===== config.mk =====
export PLATFORM = sky130hd
export DESIGN_NAME = sfb_ram
export DESIGN_NICKNAME = d
export VERILOG_FILES = /design/src/hdl/sfb_ram.sv
export SDC_FILE = /design/constraint.sdc
export NUM_CORES = 1
export LEC_CHECK = 0
export ABC_AREA = 1
export BUFFER_PORTS_ARGS = -buffer_cell sky130_fd_sc_hd__buf_2
export CORE_ASPECT_RATIO = 1.1
export CORE_UTILIZATION = 35
export CTS_CLUSTER_DIAMETER = 150
export DETAILED_ROUTE_END_ITERATION = 8
export PLACE_DENSITY = 0.47
export SYNTH_ARGS = -nofsm -noshare
export SYNTH_HDL_FRONTEND = slang
export SYNTH_SLANG_ARGS = --single-unit
export TNS_END_PERCENT = 100

===== constraint.sdc =====
create_clock -name clock -period 3.79 [get_ports clock]
set_clock_uncertainty 0.05 [all_clocks]
set_input_delay 0.1895 -clock clock [delete_from_list [all_inputs] [get_ports clock]]
set_output_delay 0.1895 -clock clock [all_outputs]
set_load 0.05 [all_outputs]

===== src/hdl/sfb_ram.sv =====
// Generic simple dual-port RAM with one write port and a registered read port.
// No dependencies.
module sfb_ram #(
   parameter int WIDTH = 16,
   parameter int DEPTH = 64
) (
   input  logic                     clock,
   input  logic                     wr_en,
   input  logic [$clog2(DEPTH)-1:0] wr_addr,
   input  logic [WIDTH-1:0]         wr_data,
   input  logic [$clog2(DEPTH)-1:0] rd_addr,
   output logic [WIDTH-1:0]         rd_data
);

   logic [WIDTH-1:0] mem_ff [DEPTH];
   logic [WIDTH-1:0] rd_data_ff;

   always_ff @(posedge clock) begin
      if (wr_en) begin
         mem_ff[wr_addr] <= wr_data;
      end
      rd_data_ff <= mem_ff[rd_addr];
   end

   assign rd_data = rd_data_ff;

endmodule


==> impl_metrics.yaml <==
layout:
  syn2layout_area_growth_pct: 13.58
  fin_area_sq_um: 47810
  nets: 3616
  multi_input_area_sq_um: 9641
  fillers: 11370
  drive_gt1_share_pct: 10.30
  register_area_sq_um: 31070
min_path:
  hold_class: "in2reg"
clocking:
  cts_buffers: 109
  h-tree-depth: 3
  cts_resized: 0
  clock_path_buffers: 3
  clk_pin_slew_ns: 0.06
  cts_setup_buffers: 0
  clockRootBuffer: "clkbuf_16"
  cts_tree: "done"
  clkSinkCount: 1040
  clk_latency_ns: 0.71
yosys:
  synth_top_family_by_area: "simple AND/OR/NAND/NOR gates"
  synthSimpleGateAreaFrac_pct: 22.66
  synthArstFlopShare_pct: 0
  synth_common_cells: "1296 x nand2_1, 1024 x edfxtp_1, 871 x nand3_1"
  synth-compound-area-share_pct: 0
  syn_inst: 3517
  synth_most_common_cell: "nand2_1"
  synthDominantAreaCellType: "edfxtp_1"
  synthDistinctLibCells: 16
  synth_ff_type: "edfxtp_1"
  synth_top_area_share_pct: 73.04
  muxShareOfSynthArea_pct: 0
  synth_edf_count: 1024
  synth_area_sq_um: 42100
  synth_warnings: 0
  yosys.area_share.adder_pct: 0
  synth_xor_area_share_pct: 0
  synth_nets: 3547
  ys_seq_area_share_pct: 73.80
  avgSynthCellArea_sq_um: 11.97
  ys_ff_latch: 1040
  synthTopCellsByArea: "edfxtp_1 73%, nand2_1 12%, nand3_1 10%"
sta:
  setup_violations: 0
  min_period_over_period_pct: 53.31
  final_max_slew_viol_count: 0
  layout_min_cycle_time_ns: 2.021
  hold_viol_final: 0
  tightest_slew_ns: 1.104
  fmaxAchievable_ghz: 0.4949
  relSlewSlack_pct: 26.38
  tns_ns: 0
  rsz0062_at_grt: "no"
worst_setup_path:
  worstPathRequired_ns: 4.32
  crit_type: "in2reg"
  cp-start-kind: "input pin"
  path_buf_inv: 3
  worstPathArrival_ns: 2.55
  max_stage_delay_ns: 0.38
  crit_family: "simple AND/OR/NAND/NOR gates"
  cp-end-kind: "register"
  slowest_stage: "buf_12"
  cp_max_fo: 128
  path_cells: "buf_8 > clkinv_16 > buf_12 > nand2_1 > nand3_1 > nand3_1 > nand2_1 > nand2_1 > nand3_1 > nand3_1 > nand2_1"
power:
  ir_drop_mv: 0.3548
  p_leak_nw: 17.09
  power.density_nw_per_um2: 527.2
detailed_routing:
  drt_iter0_drc: 2583
  first_pass_iters: 7
  wl_per_cell_um: 24.12
  wl_um: 126200
  vias_per_cell: 5.134
  ant_nets: 0
  drc_errors: 0
  routed-via-count: 26880
run:
  cap_viol_max_count: 0
floorplanning:
  core_sq_um: 119500
  start_util_pct: 35.23
  die_x_um: 332.7
  core.rowCount: 133
  design.die.area_sq_um: 121700
  die_y_um: 365.7
  ioPinCount: 46
global_routing:
  grtUsageTotal_pct: 20.63
  grt-ovfl-total: 0
  grt_pass1_wl_um: 183700
  grt_max_degree: 141
  antenna_found_initial: 13
  grt_pass1_vias: 25500
run_status:
  status: "finished, final reports clean"
place:
  portBuffers: 45
  place_congestion: 0.7706
  postPlaceCellArea_sq_um: 44170
  hpwl_um: 70810
==> logic make-up after synthesis <==
group                  Yosys count
buffers and inverters          237
DFF                           1040
and+or+nand+nor               2240
==> worst paths after layout <==
check                          startpoint                        to  slack, ns  depth (start not counted)
setup / recovery               rd_addr[0]       rd_data[11]$_DFF_P_       1.77                         11
hold / removal                wr_data[15]  mem_ff[51][15]$_DFFE_PP_       0.03                          1
setup reg to reg  mem_ff[35][3]$_DFFE_PP_        rd_data[3]$_DFF_P_       2.06                          8
hold reg to reg   mem_ff[52][8]$_DFFE_PP_        rd_data[8]$_DFF_P_       0.75                          8
==> flip-flops by register name, indices dropped and copies added (netlist names) <==
register / flops
rd_data: 16
mem_ff: 1024
==> per-layer routing <==
layer	wire length [um]	track usage (%)	vias up	share of wire (%)
li1	-	-	12540	-
met1	58100	29.76	13420	46
met2	58700	32.39	757	46
met3	6548	2.731	155	5.2
met4	2880	6.125	4	2.3
met5	23	0	-	0.018
==> area by class of cell <==
cell class | instances | area share (%)
Antenna cell | 4 | 0.02093
Clock buffer | 129 | 6.011
Clock inverter | 75 | 1.478
Inverter | 12 | 0.1753
Multi-Input combinational cell | 2240 | 20.16
Sequential cell | 1040 | 64.98
Tap cell | 1552 | 4.061
Timing Repair Buffer | 183 | 3.111
==> report_power, final <==
part	leakage (nW)	total (mW)	internal (mW)	switching, mW
Clock	1.76	10.8	6.22	4.57
Combinational	5.99	1.63	0.372	1.26
Sequential	9.35	12.8	12.7	0.0589
Total	17.1	25.2	19.3	5.88
==> worst register-to-register path: cells and delay by family (launching register included) <==
kind,cells,cell delay (ns)
AND/OR/NAND/NOR,8,1.22
flip-flops,1,0.35
==> cells in the final DEF (no fill, tap or decap), drive strengths merged <==
cell	count
buf	178
bufinv	12
clkbuf	129
clkinv	54
clkinvlp	7
dfxtp	16
diode	4
dlygate4sd3	5
edfxtp	1024
inv	14
nand2	1296
nand3	871
nand4	9
nor2	56
nor4	8
==> stage by stage <==
stage | worst slack [ns] | cells | utilization (%) | hold slack (ns) | power, mW
finish | 1.769 | 5235 | 40.02 | 0.02933 | 25.21
global route | 1.741 | 5233 | 40.01 | 0.03557 | 25.99
global placement | 1.094 | 5022 | 36.97 | 0.6814 | 14.68
detailed placement | 1.091 | 5022 | 36.97 | 0.6674 | 14.68
floorplan | 0.9964 | 3517 | - | 0.2384 | 13.93
CTS | 1.827 | 5231 | 40.01 | 0.004946 | 25.45
==> repair_timing <==
item / CTS / global route
hold endpoints to repair: 86 / 0
setup endpoints to repair: 0 / 0
hold buffers: 5 / 0
No activity file was read; power rests on OpenSTA's default activity.
