## config.mk

```make
export PLATFORM = sky130hd
export DESIGN_NAME = sfb_div
export DESIGN_NICKNAME = d
export VERILOG_FILES = /design/src/hdl/sfb_pkg.sv /design/src/hdl/sfb_div.sv
export SDC_FILE = /design/constraint.sdc
export NUM_CORES = 1
export LEC_CHECK = 0
export ABC_AREA = 1
export ABC_CLOCK_PERIOD_IN_PS = 2600
export BUFFER_PORTS_ARGS = -buffer_cell sky130_fd_sc_hd__buf_4
export CORE_ASPECT_RATIO = 1.75
export CORE_MARGIN = 2
export CORE_UTILIZATION = 55
export CTS_CLUSTER_SIZE = 12
export DETAILED_ROUTE_END_ITERATION = 10
export PLACE_DENSITY = 0.76
export SYNTH_ARGS = -nofsm -noshare
export SYNTH_HDL_FRONTEND = slang
export SYNTH_SLANG_ARGS = --single-unit
export TNS_END_PERCENT = 10
```

## constraint.sdc

```tcl
create_clock -name clock -period 2.6 [get_ports clock]
set_input_delay 0.13 -clock clock [delete_from_list [all_inputs] [get_ports clock]]
set_output_delay 0.13 -clock clock [all_outputs]
set_load 0.03 [all_outputs]
```

## src/hdl/sfb_pkg.sv

```systemverilog
// Package for the softmax forward/backward core.
// Holds the sequencer state type, fixed field widths, register codes and the exp table.
// No dependencies.
package sfb_pkg;

   localparam int VALUE_W   = 16;
   localparam int RESULT_W  = 17;
   localparam int INDEX_W   = 6;
   localparam int LEN_W     = 7;
   localparam int SUM_W     = 40;
   localparam int ZSUM_W    = 23;
   localparam int TERM_W    = 17;
   localparam int QUO_W     = 17;
   localparam int DIVIDEND_W = 33;

   // log2(e) in Q.15.
   localparam logic [15:0] LOG2E_Q15 = 16'd47274;

   localparam logic [0:0] REG_VECTOR_LENGTH = 1'b0;
   localparam logic [0:0] MODE_FORWARD  = 1'b0;
   localparam logic [0:0] MODE_BACKWARD = 1'b1;

   typedef enum logic [3:0] {
      S_LOAD,
      S_BACC,
      S_F1_RD,
      S_F1_MUL,
      S_F1_ACC,
      S_F2_RD,
      S_F2_MUL,
      S_F2_TERM,
      S_F2_DIV,
      S_F2_OUT,
      S_B_RD,
      S_B_MUL,
      S_B_OUT
   } state_type;

   // 2^(-i/16) in Q1.16.
   function automatic logic [TERM_W-1:0] pow2_frac(input logic [3:0] idx);
      logic [TERM_W-1:0] r;
      begin
         case (idx)
            4'd0:  r = 17'd65536;
            4'd1:  r = 17'd62757;
            4'd2:  r = 17'd60097;
            4'd3:  r = 17'd57549;
            4'd4:  r = 17'd55109;
            4'd5:  r = 17'd52773;
            4'd6:  r = 17'd50535;
            4'd7:  r = 17'd48393;
            4'd8:  r = 17'd46341;
            4'd9:  r = 17'd44376;
            4'd10: r = 17'd42495;
            4'd11: r = 17'd40693;
            4'd12: r = 17'd38968;
            4'd13: r = 17'd37316;
            4'd14: r = 17'd35734;
            default: r = 17'd34219;
         endcase
         return r;
      end
   endfunction

endpackage

```

## src/hdl/sfb_div.sv

```systemverilog
// Restoring divider, one quotient bit per cycle, for the probability normalization.
// Depends on sfb_pkg for widths. The quotient is known to fit in QUO_W bits.
module sfb_div (
   input  logic                              clock,
   input  logic                              reset,
   input  logic                              start,
   input  logic [sfb_pkg::DIVIDEND_W-1:0]    dividend,
   input  logic [sfb_pkg::ZSUM_W-1:0]        divisor,
   output logic                              busy,
   output logic                              done,
   output logic [sfb_pkg::QUO_W-1:0]         quotient
);

   localparam int REM_W  = sfb_pkg::ZSUM_W + 1;
   localparam int STEP_W = $clog2(sfb_pkg::QUO_W + 1);

   logic [REM_W-1:0]            rem_ff, rem_in;
   logic [sfb_pkg::QUO_W-1:0]   low_ff, low_in;
   logic [sfb_pkg::QUO_W-1:0]   quo_ff, quo_in;
   logic [sfb_pkg::ZSUM_W-1:0]  dvs_ff, dvs_in;
   logic [STEP_W-1:0]           step_ff, step_in;
   logic                        busy_ff, busy_in;
   logic                        done_ff, done_in;
   logic [REM_W-1:0]            trial;
   logic                        fits;

   always_comb begin
      trial   = {rem_ff[REM_W-2:0], low_ff[sfb_pkg::QUO_W-1]};
      fits    = trial >= {1'b0, dvs_ff};
      rem_in  = rem_ff;
      low_in  = low_ff;
      quo_in  = quo_ff;
      dvs_in  = dvs_ff;
      step_in = step_ff;
      busy_in = busy_ff;
      done_in = 1'b0;
      if (start) begin
         // The upper dividend bits are below the divisor, so they seed the remainder.
         rem_in  = REM_W'(dividend[sfb_pkg::DIVIDEND_W-1:sfb_pkg::QUO_W]);
         low_in  = dividend[sfb_pkg::QUO_W-1:0];
         dvs_in  = divisor;
         step_in = STEP_W'(sfb_pkg::QUO_W);
         busy_in = 1'b1;
      end else if (busy_ff) begin
         rem_in  = fits ? trial - {1'b0, dvs_ff} : trial;
         quo_in  = {quo_ff[sfb_pkg::QUO_W-2:0], fits};
         low_in  = {low_ff[sfb_pkg::QUO_W-2:0], 1'b0};
         step_in = step_ff - STEP_W'(1);
         if (step_ff == STEP_W'(1)) begin
            busy_in = 1'b0;
            done_in = 1'b1;
         end
      end
   end

   always_ff @(posedge clock) begin
      if (reset) begin
         busy_ff <= 1'b0;
         done_ff <= 1'b0;
         step_ff <= '0;
      end else begin
         busy_ff <= busy_in;
         done_ff <= done_in;
         step_ff <= step_in;
      end
      rem_ff <= rem_in;
      low_ff <= low_in;
      quo_ff <= quo_in;
      dvs_ff <= dvs_in;
   end

   assign busy     = busy_ff;
   assign done     = done_ff;
   assign quotient = quo_ff;

   a_done_after_busy: assert property (@(posedge clock) disable iff (reset)
      done_ff |-> $past(busy_ff)) else $error("divider done without a running division");
   a_no_start_busy: assert property (@(posedge clock) disable iff (reset)
      busy_ff |-> !start) else $error("divider restarted while busy");
   a_step_range: assert property (@(posedge clock) disable iff (reset)
      busy_ff |-> step_ff != '0) else $error("divider step count ran out while busy");

endmodule

```

==> run summary, run 1 <==
The count of placed standard cells including taps is between 800 and 900. In the final layout, the multi-input gates occupy 0.00226 mm^2. The number of distinct library cells after synthesis came out at 31. After synthesis, the largest area contributor takes up around 42% of total cell area. The number of DRC markers in iteration 0 is 220.

The largest voltage drop on the vdd net came out at between 0.6 and 0.7 mV. In the global route stage, overall resource usage came out at around a quarter. The number of rows created at floorplan came out at 47. By count the netlist is led by 272 x nand2_1, 109 x inv_1, 73 x edfxtp_1, 59 x nor2_1, 27 x nand3_1. The cell internal power dissipation is roughly 2800 uW. The overall routed net length came out at 12.4 mm. The share of the clock period used by the worst path came out at slightly above 90%.

Summing the areas of all compound-gate instances in the mapped netlist gives around 3.2% of the synthesized area. The number of clock sinks came out at between 80 and 90. The post-synthesis adder-cell area fraction is under 10%. Dividing the detail-routed wire length by the instance count gives roughly 14 um. The core area came out at approximately 0.0094 mm^2. edfxtp_1 takes more of the synthesized area than any other cell. Entering global routing, the biggest net connects between 50 and 60 pins. The length of the first detailed-routing pass in iterations is 4. In this run the power spent charging and discharging nets is between 1000 and 1500 uW. At the pin with the least slew margin, the transition time is 0.766 ns. The number of hold violations in the final report is 0. The share of total power consumed by net switching came out at 29.4%. The synthesized netlist net count is 757. The total number of vias came out at 4503. The number of fillers in the final layout came out at 793. The most numerous cell in the Yosys netlist is nand2_1.

Ranked by total cell area, the synthesized netlist is headed by edfxtp_1 42%, nand2_1 20%, inv_1 7.8%. The first global-routing pass estimated 20.1 mm of wire. The share of cells above drive strength 1 is 14.5%.

The number of buffers inserted by post-CTS setup repair came out at 0. The flip-flop and latch count after synthesis came out at 87. Setup repair after global routing left no endpoint under its margin. The critical path required time came out at about 2.7 ns.

The vertical die dimension is between 100 and 150 um. The max-slew violation count came out at 0. The fraction of the mapped netlist area in simple logic gates came out at between 30% and 40%. The count of placed standard cells in the final layout, fillers left out came out at 907. The fraction of power consumed by sequential logic came out at a little over two fifths. The maximum clock path buffer count is 2. The count of port buffers added during placement is 77. After synthesis, the largest family of logic cells by area is simple AND/OR/NAND/NOR gates. STA classifies the critical path startpoint as a flip-flop. The clock tree from TritonCTS is done. The XOR/XNOR share of the synthesized area is under 10%. The remaining antenna violation count after routing is 0. The placed wire-length estimate after detailed placement is roughly 9.4 mm. Hold timing on the final database bottoms out at a slack of ~0.06 ns. The synthesized design contains 73 enable-type register cells. The flow ran to the end, and the final reports show no timing, DRC or antenna violations.

The number of levels in the clock H-tree is 3. The count of unresolved DRC violations after routing is 0. The register area came out at about 0.0025 mm^2. The total power after layout is around 4000 uW. The class of the tightest hold or removal check is in -> reg.

The worst-case headroom to the max-slew limit is between 40% and 50%. between 70 and 80 I/O pins were placed. The setup skew after layout is between 0.008 and 0.009 ns. The die outline area came out at slightly above 0.01 mm^2. The cell chosen for the clock root is clkbuf_16.

The number of nets in the layout came out at 865. The effective utilization at floorplan is about 56%. The setup violation total in the final timing report is 0. The worst-skew pair later-pin latency came out at 0.34 ns. The power density normalized to cell area came out at ~600 mW/mm^2.

The share of total power in the clock network is 33.4%. The antenna cell count is 0. The clock-pin slew reported for the worst setup and hold paths after clock tree synthesis came out at around 0.060 ns. The horizontal die dimension is 77.6 um.

The final weighted congestion in routability-driven placement came out at between 1 and 1.5. The clock buffer count from CTS came out at 9. The via count of the first global-routing pass came out at between 4000 and 5000. The number of cells produced by synthesis came out at roughly 670. The critical path arrival came out at around 2.5 ns. The critical path in this run is classified as reg -> reg. The combinational fraction of design power is approximately a quarter. The number of max-cap violations came out at 0. Global routing finished with a remaining overflow of 0. The final critical-path required period came out at roughly 2.4 ns. Static timing analysis puts the maximum clock frequency at 417 MHz. The mapped cell area is 0.00522 mm^2. The portion of the post-synthesis area used by sequential elements came out at around 47%.

The async set-or-reset flop fraction in the synthesized netlist is 0%. The initial antenna violation count was 0. Summed over all cells, the static leakage comes to around 0.0033 uW. A synthesized cell averages 7.76 um^2. STA classifies the critical path endpoint as a flip-flop. The sum of negative setup slack is 0 ns. In the synthesized netlist, mux cells make up 0% of the area. The count of warnings emitted by yosys is 0.

Relative to the synthesized area, the layout overhead comes to 24.8%. Among all flip-flop cells after synthesis, the most frequent one is edfxtp_1. The peak fanout along the critical path is 6.

The average vias per placed instance came out at about 5.0.
[critical path: stages, from the launching register on]
cell and delay, ns:
edfxtp_1 0.42, ha_1 0.39, nand2_2 0.15, inv_1 0.05
nand2_1 0.06, nand2_1 0.10, inv_1 0.07, nand2_1 0.07
a21oi_1 0.40, nand4_1 0.16, nand3_1 0.19, nand2_1 0.09
[routing by layer]
layer	vias to the layer above	track usage [%]	routed length, um	share of wire, %
met5	-	0	0	0
met4	0	13.3	569	4.6
met3	32	3.48	372	3.0
met2	107	46.7	6610	54
met1	2039	26.3	4800	39
li1	2325	-	-	-
[area by class of cell]
type,count,area share (%)
flip-flops and latches,87,38.0
multi-input cells,464,34.8
repair buffers,108,13.6
inverters,110,6.34
clock buffers,13,4.67
well taps,122,2.35
clock inverters,3,0.288
[power groups by stage]
stage / clock, uW / combinational (uW) / sequential [uW]
after detailed placement: 0 / 941 / 1720
after floorplan: 0 / 636 / 1730
after CTS: 1360 / 983 / 1690
final: 1340 / 988 / 1690
after global placement: 0 / 928 / 1720
after global routing: 1400 / 1100 / 1700
[path summary, 6_finish.rpt]
check	from	to	slack, ns	cells after the start
worst max register to register	rem_ff[14]$_DFFE_PP_	rem_ff[15]$_DFFE_PP_	0.20	11
worst max-delay path	rem_ff[14]$_DFFE_PP_	rem_ff[15]$_DFFE_PP_	0.20	11
worst min-delay path	dividend[0]	low_ff[0]$_SDFFCE_PN0P_	0.06	3
worst min register to register	quotient[9]$_DFFE_PP_	quotient[10]$_DFFE_PP_	0.45	0
[logic make-up (layout without fill, tap and decap cells)]
logic type	Yosys count	in the layout
buffers and inverters	121	234
and+or+nand+nor	398	398
DFF	87	87
xor gates and xnor gates	10	10
adders and majority gates	26	26
AOI/OAI and AO/OA	30	30
[per-stage QoR]
stage | utilization [%] | setup WS, ns | instance area, um^2
6_report | 69.6 | 0.200 | 6510
3_3_place_gp | 63.6 | 0.305 | 5940
2_1_floorplan | - | 0.447 | 5220
3_5_place_dp | 63.6 | 0.242 | 5940
5_1_grt | 69.6 | 0.0487 | 6510
4_1_cts | 69.6 | 0.202 | 6510
[layout by cell type, fill, tap and decap left out, types with 2 or more instances in the layout]
cell type	n
dfxtp_1	14
nand2_2	7
dlygate4sd3_1	24
inv_1	109
xor2_1	2
nand3_1	27
nand2_4	2
o21ai_0	2
o21bai_1	2
nand2_1	272
ha_1	25
nor2_4	4
nand3b_1	6
a21oi_1	13
clkbuf_16	12
clkinv_2	2
edfxtp_1	73
buf_4	83
nor3_1	4
nand4_1	14
o21ai_1	8
nor2_1	59
xnor2_1	8
a31oi_1	2
[sequential cells by signal, summed over array words and instances, names as in the netlist]
name / count
dvs_ff: 23
busy: 1
low_ff: 17
rem_ff: 23
quotient: 17
done: 1
step_ff: 5
[repair_timing]
action,in CTS,in global routing
endpoints found under the hold margin,25,0
hold buffers,24,0
resized for setup,0,0
(Power assumes the default switching activity.)
==> run 2: changes to the inputs <==
- CORE_UTILIZATION: 55 -> 58
- PLACE_DENSITY: 0.76 -> 0.8
==> run 2 against run 1 <==
  * Highest routed layer unchanged
  * Critical endpoint unchanged
  * Maximum frequency fell by 0.55%
  * Largest cell class unchanged
  * Clock skew hardly changed
  * First-iteration DRC count down 16%
==> run summary, run 2 (synthesis gave the netlist of run 1 again) <==
The flow ran to the end, and the final reports show no timing, DRC or antenna violations. The overall routed net length came out at ~13 mm. Cells with a size suffix above 1 make up 14.6% of the layout. The library cell used most frequently in the layout, excluding fill and tap cells, is nand2_1.

The cell chosen for the clock root is clkbuf_16. The worst hold endpoint is low_ff[0]$_SDFFCE_PN0P_. The largest net degree at the start of global routing came out at 57. The depth of the worst register-to-register path is 14. The number of rows created at floorplan is 45. STA classifies the critical path endpoint as a flip-flop. The library cells used most frequently in the layout, excluding fill and tap cells, are 272 x nand2_1, 109 x inv_1, 83 x buf_4. The worst flop-to-flop path startpoint is low_ff[16]$_DFFE_PP_.

The worst-case headroom to the max-slew limit is 54.4%. After global routing the overflow that remains totals 0. The placed wire-length estimate after detailed placement came out at ~9.7 mm. The horizontal die dimension came out at 75.7 um. The maximum clock path buffer count is 2. The number of DRC markers in iteration 0 is roughly 190.

The count of unresolved DRC violations after routing came out at 0. The antenna cell count is 0. The largest voltage drop on the vdd net is 0.523 mV. Setup repair after global routing left no endpoint under its margin. In this run the critical register-to-register path is captured at rem_ff[15]$_DFFE_PP_. The sum of negative setup slack came out at 0 ns. The type of the worst setup path is reg -> reg. The cell depth of the worst min-delay path came out at 3. The number of max-cap violations came out at 0. The first-pass GRT wire length is around 20 mm.

The setup skew after layout is ~0.0087 ns. The setup violation total in the final timing report came out at 0. The worst hold path begins at dividend[0]. The total number of vias is approximately 4500. The vertical die dimension is 129 um. The kind of start point of the critical path is a flip-flop.

The number of clock sinks came out at 87. The total track usage came out at roughly 28%. The core area is 0.00873 mm^2. The die outline area came out at 0.00980 mm^2. The largest registers in the layout are dvs_ff: 23 flops, rem_ff: 23 flops. CTS built an H-tree with a depth of 3. The initial antenna violation count came out at 0. The effective utilization at floorplan is 59.8%.

For this design the top-level I/O count stands at 78. The synthesis-to-layout area growth came out at 24.0%. The average vias per placed instance came out at between 5 and 6. Summing all flip-flop and latch instances after layout gives ~0.0025 mm^2. The via count of the first global-routing pass is 4547.

In the finished design, the share of the clock period the worst path needs comes to 92.8%. The length of the first detailed-routing pass in iterations is 5. Power spread over the standard cell area amounts to 603 mW/mm^2. The later pin in the worst-skew pair is clocked with a latency of ~0.35 ns. The leakage component of the power is ~0.0032 uW.

The number of fillers in the final layout came out at 689. After clock tree synthesis, the clock-pin slew on the worst setup and hold paths is roughly 0.06 ns. The clock tree from TritonCTS is done.

TritonCTS created 9 clock buffers. The remaining antenna violation count after routing came out at 0. The maximum operating frequency came out at 414 MHz. The max-slew violation count came to 0. The worst register-to-register path has a setup slack of approximately 0.19 ns.

The transition time of the tightest slew-check pin is a little under 0.7 ns. The number of hold violations in the final report came out at 0. The count of port buffers added during placement is 77. The final critical-path required period came out at between 2 and 2.5 ns. For the worst setup path, the data required time is roughly 2.7 ns. The min-delay analysis places its worst path in the category in -> reg. The final weighted congestion in routability-driven placement came out at 0.929. For the worst setup path, the data arrival time is between 2 and 3 ns. The peak fanout along the critical path came out at 16. After detailed routing, the average wire length per cell comes to 14.4 um. The final layout contains 866 nets. The area taken by multi-input logic gates came out at ~0.0023 mm^2. The fraction of the core area covered by cells at the end of the flow is 74.1%.
[run 2: changes by cell type in the layout (fill, tap and decap cells not counted), sizes merged]
cell,before,now
inv,110,112
buf,84,85
clkbuf,13,9
clkinvlp,0,2
[run 2: worst max-delay path, cell delays in order, from the launching register on]
cell      delay [ns]
edfxtp_1        0.36
inv_1           0.05
ha_1            0.22
fa_1            0.40
inv_1           0.10
nand3_1         0.08
nand2_2         0.12
nand2_1         0.09
nand2_2         0.12
nand2_4         0.10
nand4_4         0.12
buf_6           0.19
nand3_1         0.09
nand3_1         0.07
nand2_1         0.06
[run 2: timing repair]
item                       CTS  global route
resized for setup            0             1
hold endpoints to repair    25             0
hold buffers                24             0
buffers inserted             0             0
setup endpoints to repair    0             1
[run 2: area by class of cell]
cell class | instances | area share (%)
Clock buffer | 9 | 3.48
Clock inverter | 7 | 0.832
Inverter | 110 | 6.38
Multi-Input combinational cell | 464 | 35.0
Sequential cell | 87 | 38.2
Tap cell | 117 | 2.26
Timing Repair Buffer | 109 | 13.8
[run 2: worst max path at each step]
| stage | startpoint | endpoint | slack, ns |
|---|---|---|---|
| final | low_ff[16]$_DFFE_PP_ | rem_ff[15]$_DFFE_PP_ | 0.19 |
| after global routing | low_ff[16]$_DFFE_PP_ | rem_ff[15]$_DFFE_PP_ | 0.05 |
| after CTS | low_ff[16]$_DFFE_PP_ | rem_ff[15]$_DFFE_PP_ | 0.17 |
| after detailed placement | low_ff[16]$_DFFE_PP_ | rem_ff[15]$_DFFE_PP_ | 0.17 |
| after global placement | low_ff[16]$_DFFE_PP_ | rem_ff[15]$_DFFE_PP_ | 0.26 |
| after floorplan | low_ff[16]$_DFFE_PP_ | rem_ff[11]$_DFFE_PP_ | 0.45 |
[run 2: power by group]
part           leakage, uW  switching (uW)  internal, uW
sequential        0.000834            49.8          1640
combinational      0.00226             603           378
clock             0.000130             574           656
total              0.00323            1230          2670
[run 2: per-stage QoR]
step | worst slack, ns | hold slack [ns] | cell area (um^2) | power (uW) | cells
5_1_grt | 0.0456 | 0.0606 | 6470 | 4090 | 903
3_5_place_dp | 0.172 | 0.309 | 5950 | 2660 | 863
2_1_floorplan | 0.447 | 0.199 | 5220 | 2360 | 672
4_1_cts | 0.167 | 0.0416 | 6460 | 3900 | 903
3_3_place_gp | 0.261 | 0.307 | 5950 | 2650 | 863
6_report | 0.187 | 0.0420 | 6470 | 3900 | 903
[run 2: metal layers]
layer	global-route usage [%]	vias to the layer above	share of wire [%]	routed length, um
met5	0	-	0	0
met4	13.8	0	4.4	568
met3	4.98	43	3.3	425
met2	52.5	133	55	7200
met1	29.2	2037	37	4790
li1	-	2333	-	-
==> run 3: changes to the inputs <==
- BUFFER_PORTS_ARGS: -buffer_cell sky130_fd_sc_hd__buf_4 -> -buffer_cell sky130_fd_sc_hd__buf_2
==> run 3 against run 2 <==
  * Non-clock buffer count fell by 3
  * Die area did not move
  * Wire length fell by 2.9%
  * Worst hold slack improved by 0.012 ns
  * Clock skew fell by 0.0021 ns
  * Largest cell class unchanged
  * Total power fell by 1.4%
  * Largest power group unchanged
  * Cell count fell by 0.33%
  * Global-route usage fell by 1.1 points
  * First-iteration DRC count rose by 34%
  * Critical endpoint unchanged
==> run summary, run 3 (synthesis gave the netlist of run 1 again) <==
The total I/O pin count came out at 78. Counting cells, the worst reg-to-reg path comes to 14. In the final routed layout, each cell accounts on average for 14.0 um.

The share of total power consumed by net switching came out at a little under a third. Setup total negative slack on the finished layout was measured at 0 ns. The critical path required time is between 2 and 3 ns. The initial antenna violation count is 0. The number of antenna diodes in the final layout is 0. The share of total power in the clock network is a little under a third. The maximum clock path buffer count came out at 2.

The worst register-to-register path begins at low_ff[16]$_DFFE_PP_. The peak fanout along the critical path is 41. The vertical die dimension came out at ~130 um. The met2 usage in global routing came out at 50.1%.

The core area came out at around 0.0087 mm^2. The number of nets in the layout is between 800 and 900. The tightest min-delay check is of the in -> reg type. Following the worst setup path forward leads to its endpoint at rem_ff[15]$_DFFE_PP_. The effective utilization at floorplan is 59.8%. The cell internal power dissipation came out at between 2000 and 3000 uW.

In the final layout, the share of cells above drive strength 1 is roughly 14%. The total track usage is between 20% and 30%. The share of the clock period used by the worst path is between 90 and 100%.

Setup violations remaining at the end of the flow were counted as 0. The number of DRC markers in iteration 0 is around 250. The register area came out at roughly 0.0025 mm^2.

Measured along the x axis, the die boundary spans between 70 and 80 um. The number of clock buffers added by TritonCTS is 9. The cell area after placement is between 0.005 and 0.006 mm^2.

The number of hold violations in the final report was 0. VDD sags by at most about 0.43 mV. The number of clock sinks came out at between 80 and 90. The hold buffer count at CTS came out at 24. The final weighted congestion in routability-driven placement is a little under 1.

The type of the worst setup path is reg -> reg. The max-slew violation count came out at 0. The remaining antenna violation count after routing is 0. STA classifies the critical path endpoint as a flip-flop.

The transition time of the tightest slew-check pin came out at around 0.7 ns. Tracing the worst setup path back leads to its startpoint at low_ff[16]$_DFFE_PP_. Setup repair after global routing left no endpoint under its margin. The final critical-path required period came out at about 2.4 ns. In this run, the combinational gates consume between 20% and 30% of the power. The routed layout has ~4600 vias. Summed over all nets, the half-perimeter wirelength after detailed placement is 9.49 mm. The met3 global-route usage came out at ~5.3%. After detailed routing, the number of remaining DRC violations is 0. The endpoint of the lowest-slack register-to-register path is rem_ff[15]$_DFFE_PP_.

The area taken by multi-input logic gates is between 0.002 and 0.0025 mm^2. The maximum operating frequency is around 400 MHz. The clock tree from TritonCTS is done.

The critical path arrival is around 2.5 ns. The number of buffers inserted by post-CTS setup repair is 0. The library cells used most frequently in the layout, excluding fill and tap cells, are 272 x nand2_1, 109 x inv_1, 77 x buf_2. The number of rows created at floorplan is 45. The synthesis-to-layout area growth is 19.8%. The first global-routing pass estimated ~20 mm of wire. The first detailed-routing pass took 5 iterations.

In this run the power density over the cells is around 620 mW/mm^2. In this run the most used layer during global routing was met2. The clock-pin slew reported for the worst setup and hold paths after clock tree synthesis is around 0.07 ns. The number of max-cap violations is 0. The total grt overflow is 0. The setup skew after layout came out at between 0.006 and 0.007 ns. The power spent charging and discharging nets came out at 1200 uW. The run finished with clean final reports. STA classifies the critical path startpoint as a flip-flop. The met1 usage is between 20% and 30%.

The number of levels in the clock H-tree is 3. For this block, the routed nets add up to approximately 13 mm of wire. The worst-skew pair later-pin latency is ~0.34 ns. The startpoint identified for the worst hold timing path is dividend[0]. Input and output buffers added on the ports amount to a little under 80. The number of fillers in the final layout came out at between 600 and 700.

The average vias per placed instance is 5.06. The largest net degree at the start of global routing came out at between 50 and 60. The count of instances resized after the clock tree is built came out at 0. The root buffer cell chosen for the clock tree is clkbuf_16. In this run the register-to-register setup slack is between 0.15 and 0.2 ns. The fraction of power consumed by sequential logic came out at between 40% and 50%. The worst-case headroom to the max-slew limit is 53.4%.

The final non-filler cell area came out at 0.00625 mm^2. In the final layout, the registers with the most flip-flops are dvs_ff: 23 flops, rem_ff: 23 flops. The via count of the first global-routing pass is approximately 4500.

Leaving out fill and tap cells, the most frequent cell in the layout is nand2_1. The analysis attributes to cell leakage a power of ~0.0031 uW. The die outline area came out at 0.00980 mm^2.
-- run 3: cell type report --
| class | count | area share, % |
|---|---|---|
| Sequential cell | 87 | 39.6 |
| Multi-Input combinational cell | 464 | 36.2 |
| Timing Repair Buffer | 106 | 10.8 |
| Inverter | 110 | 6.61 |
| Clock buffer | 10 | 3.66 |
| Tap cell | 117 | 2.34 |
| Clock inverter | 6 | 0.821 |
-- run 3: worst min-delay path by stage --
stage / endpoint / depth (start not counted)
finish: low_ff[0]$_SDFFCE_PN0P_ / 3
global route: low_ff[0]$_SDFFCE_PN0P_ / 3
CTS: low_ff[0]$_SDFFCE_PN0P_ / 3
detailed placement: dvs_ff[5]$_DFFE_PP_ / 1
global placement: dvs_ff[21]$_DFFE_PP_ / 1
floorplan: step_ff[4]$_SDFFE_PP0P_ / 1
-- run 3: metrics by stage --
stage	power, uW	instances	utilization (%)	worst slack [ns]	hold slack (ns)
6_report	3850	900	71.6	0.150	0.0541
5_1_grt	4060	900	71.6	0.00330	0.0521
2_1_floorplan	2360	672	-	0.447	0.199
3_3_place_gp	2610	860	65.7	0.271	0.306
4_1_cts	3860	900	71.6	0.147	0.0460
3_5_place_dp	2630	860	65.7	0.166	0.308
-- run 3: critical path, stage by stage (launching register included) --
cell,delay [ns]
edfxtp_1,0.35
inv_1,0.05
ha_1,0.22
fa_1,0.41
inv_1,0.09
nand3_1,0.08
nand2_2,0.12
nand2_1,0.09
nand2_2,0.13
nand2_4,0.10
nand4_4,0.10
buf_12,0.21
nand3_1,0.10
nand3_1,0.08
nand2_1,0.06
-- run 3: power groups by stage --
stage	combinational (uW)	sequential, uW	clock (uW)
floorplan	636	1730	0
CTS	943	1690	1230
detailed placement	908	1720	0
finish	949	1690	1210
global route	1070	1700	1290
global placement	895	1710	0
-- run 3: metal layers --
metal	wire length, um	part of all wire, %	vias to the layer above
li1	-	-	2326
met1	4710	37	2060
met2	6850	54	127
met3	446	3.5	40
met4	608	4.8	0
met5	0	0	-
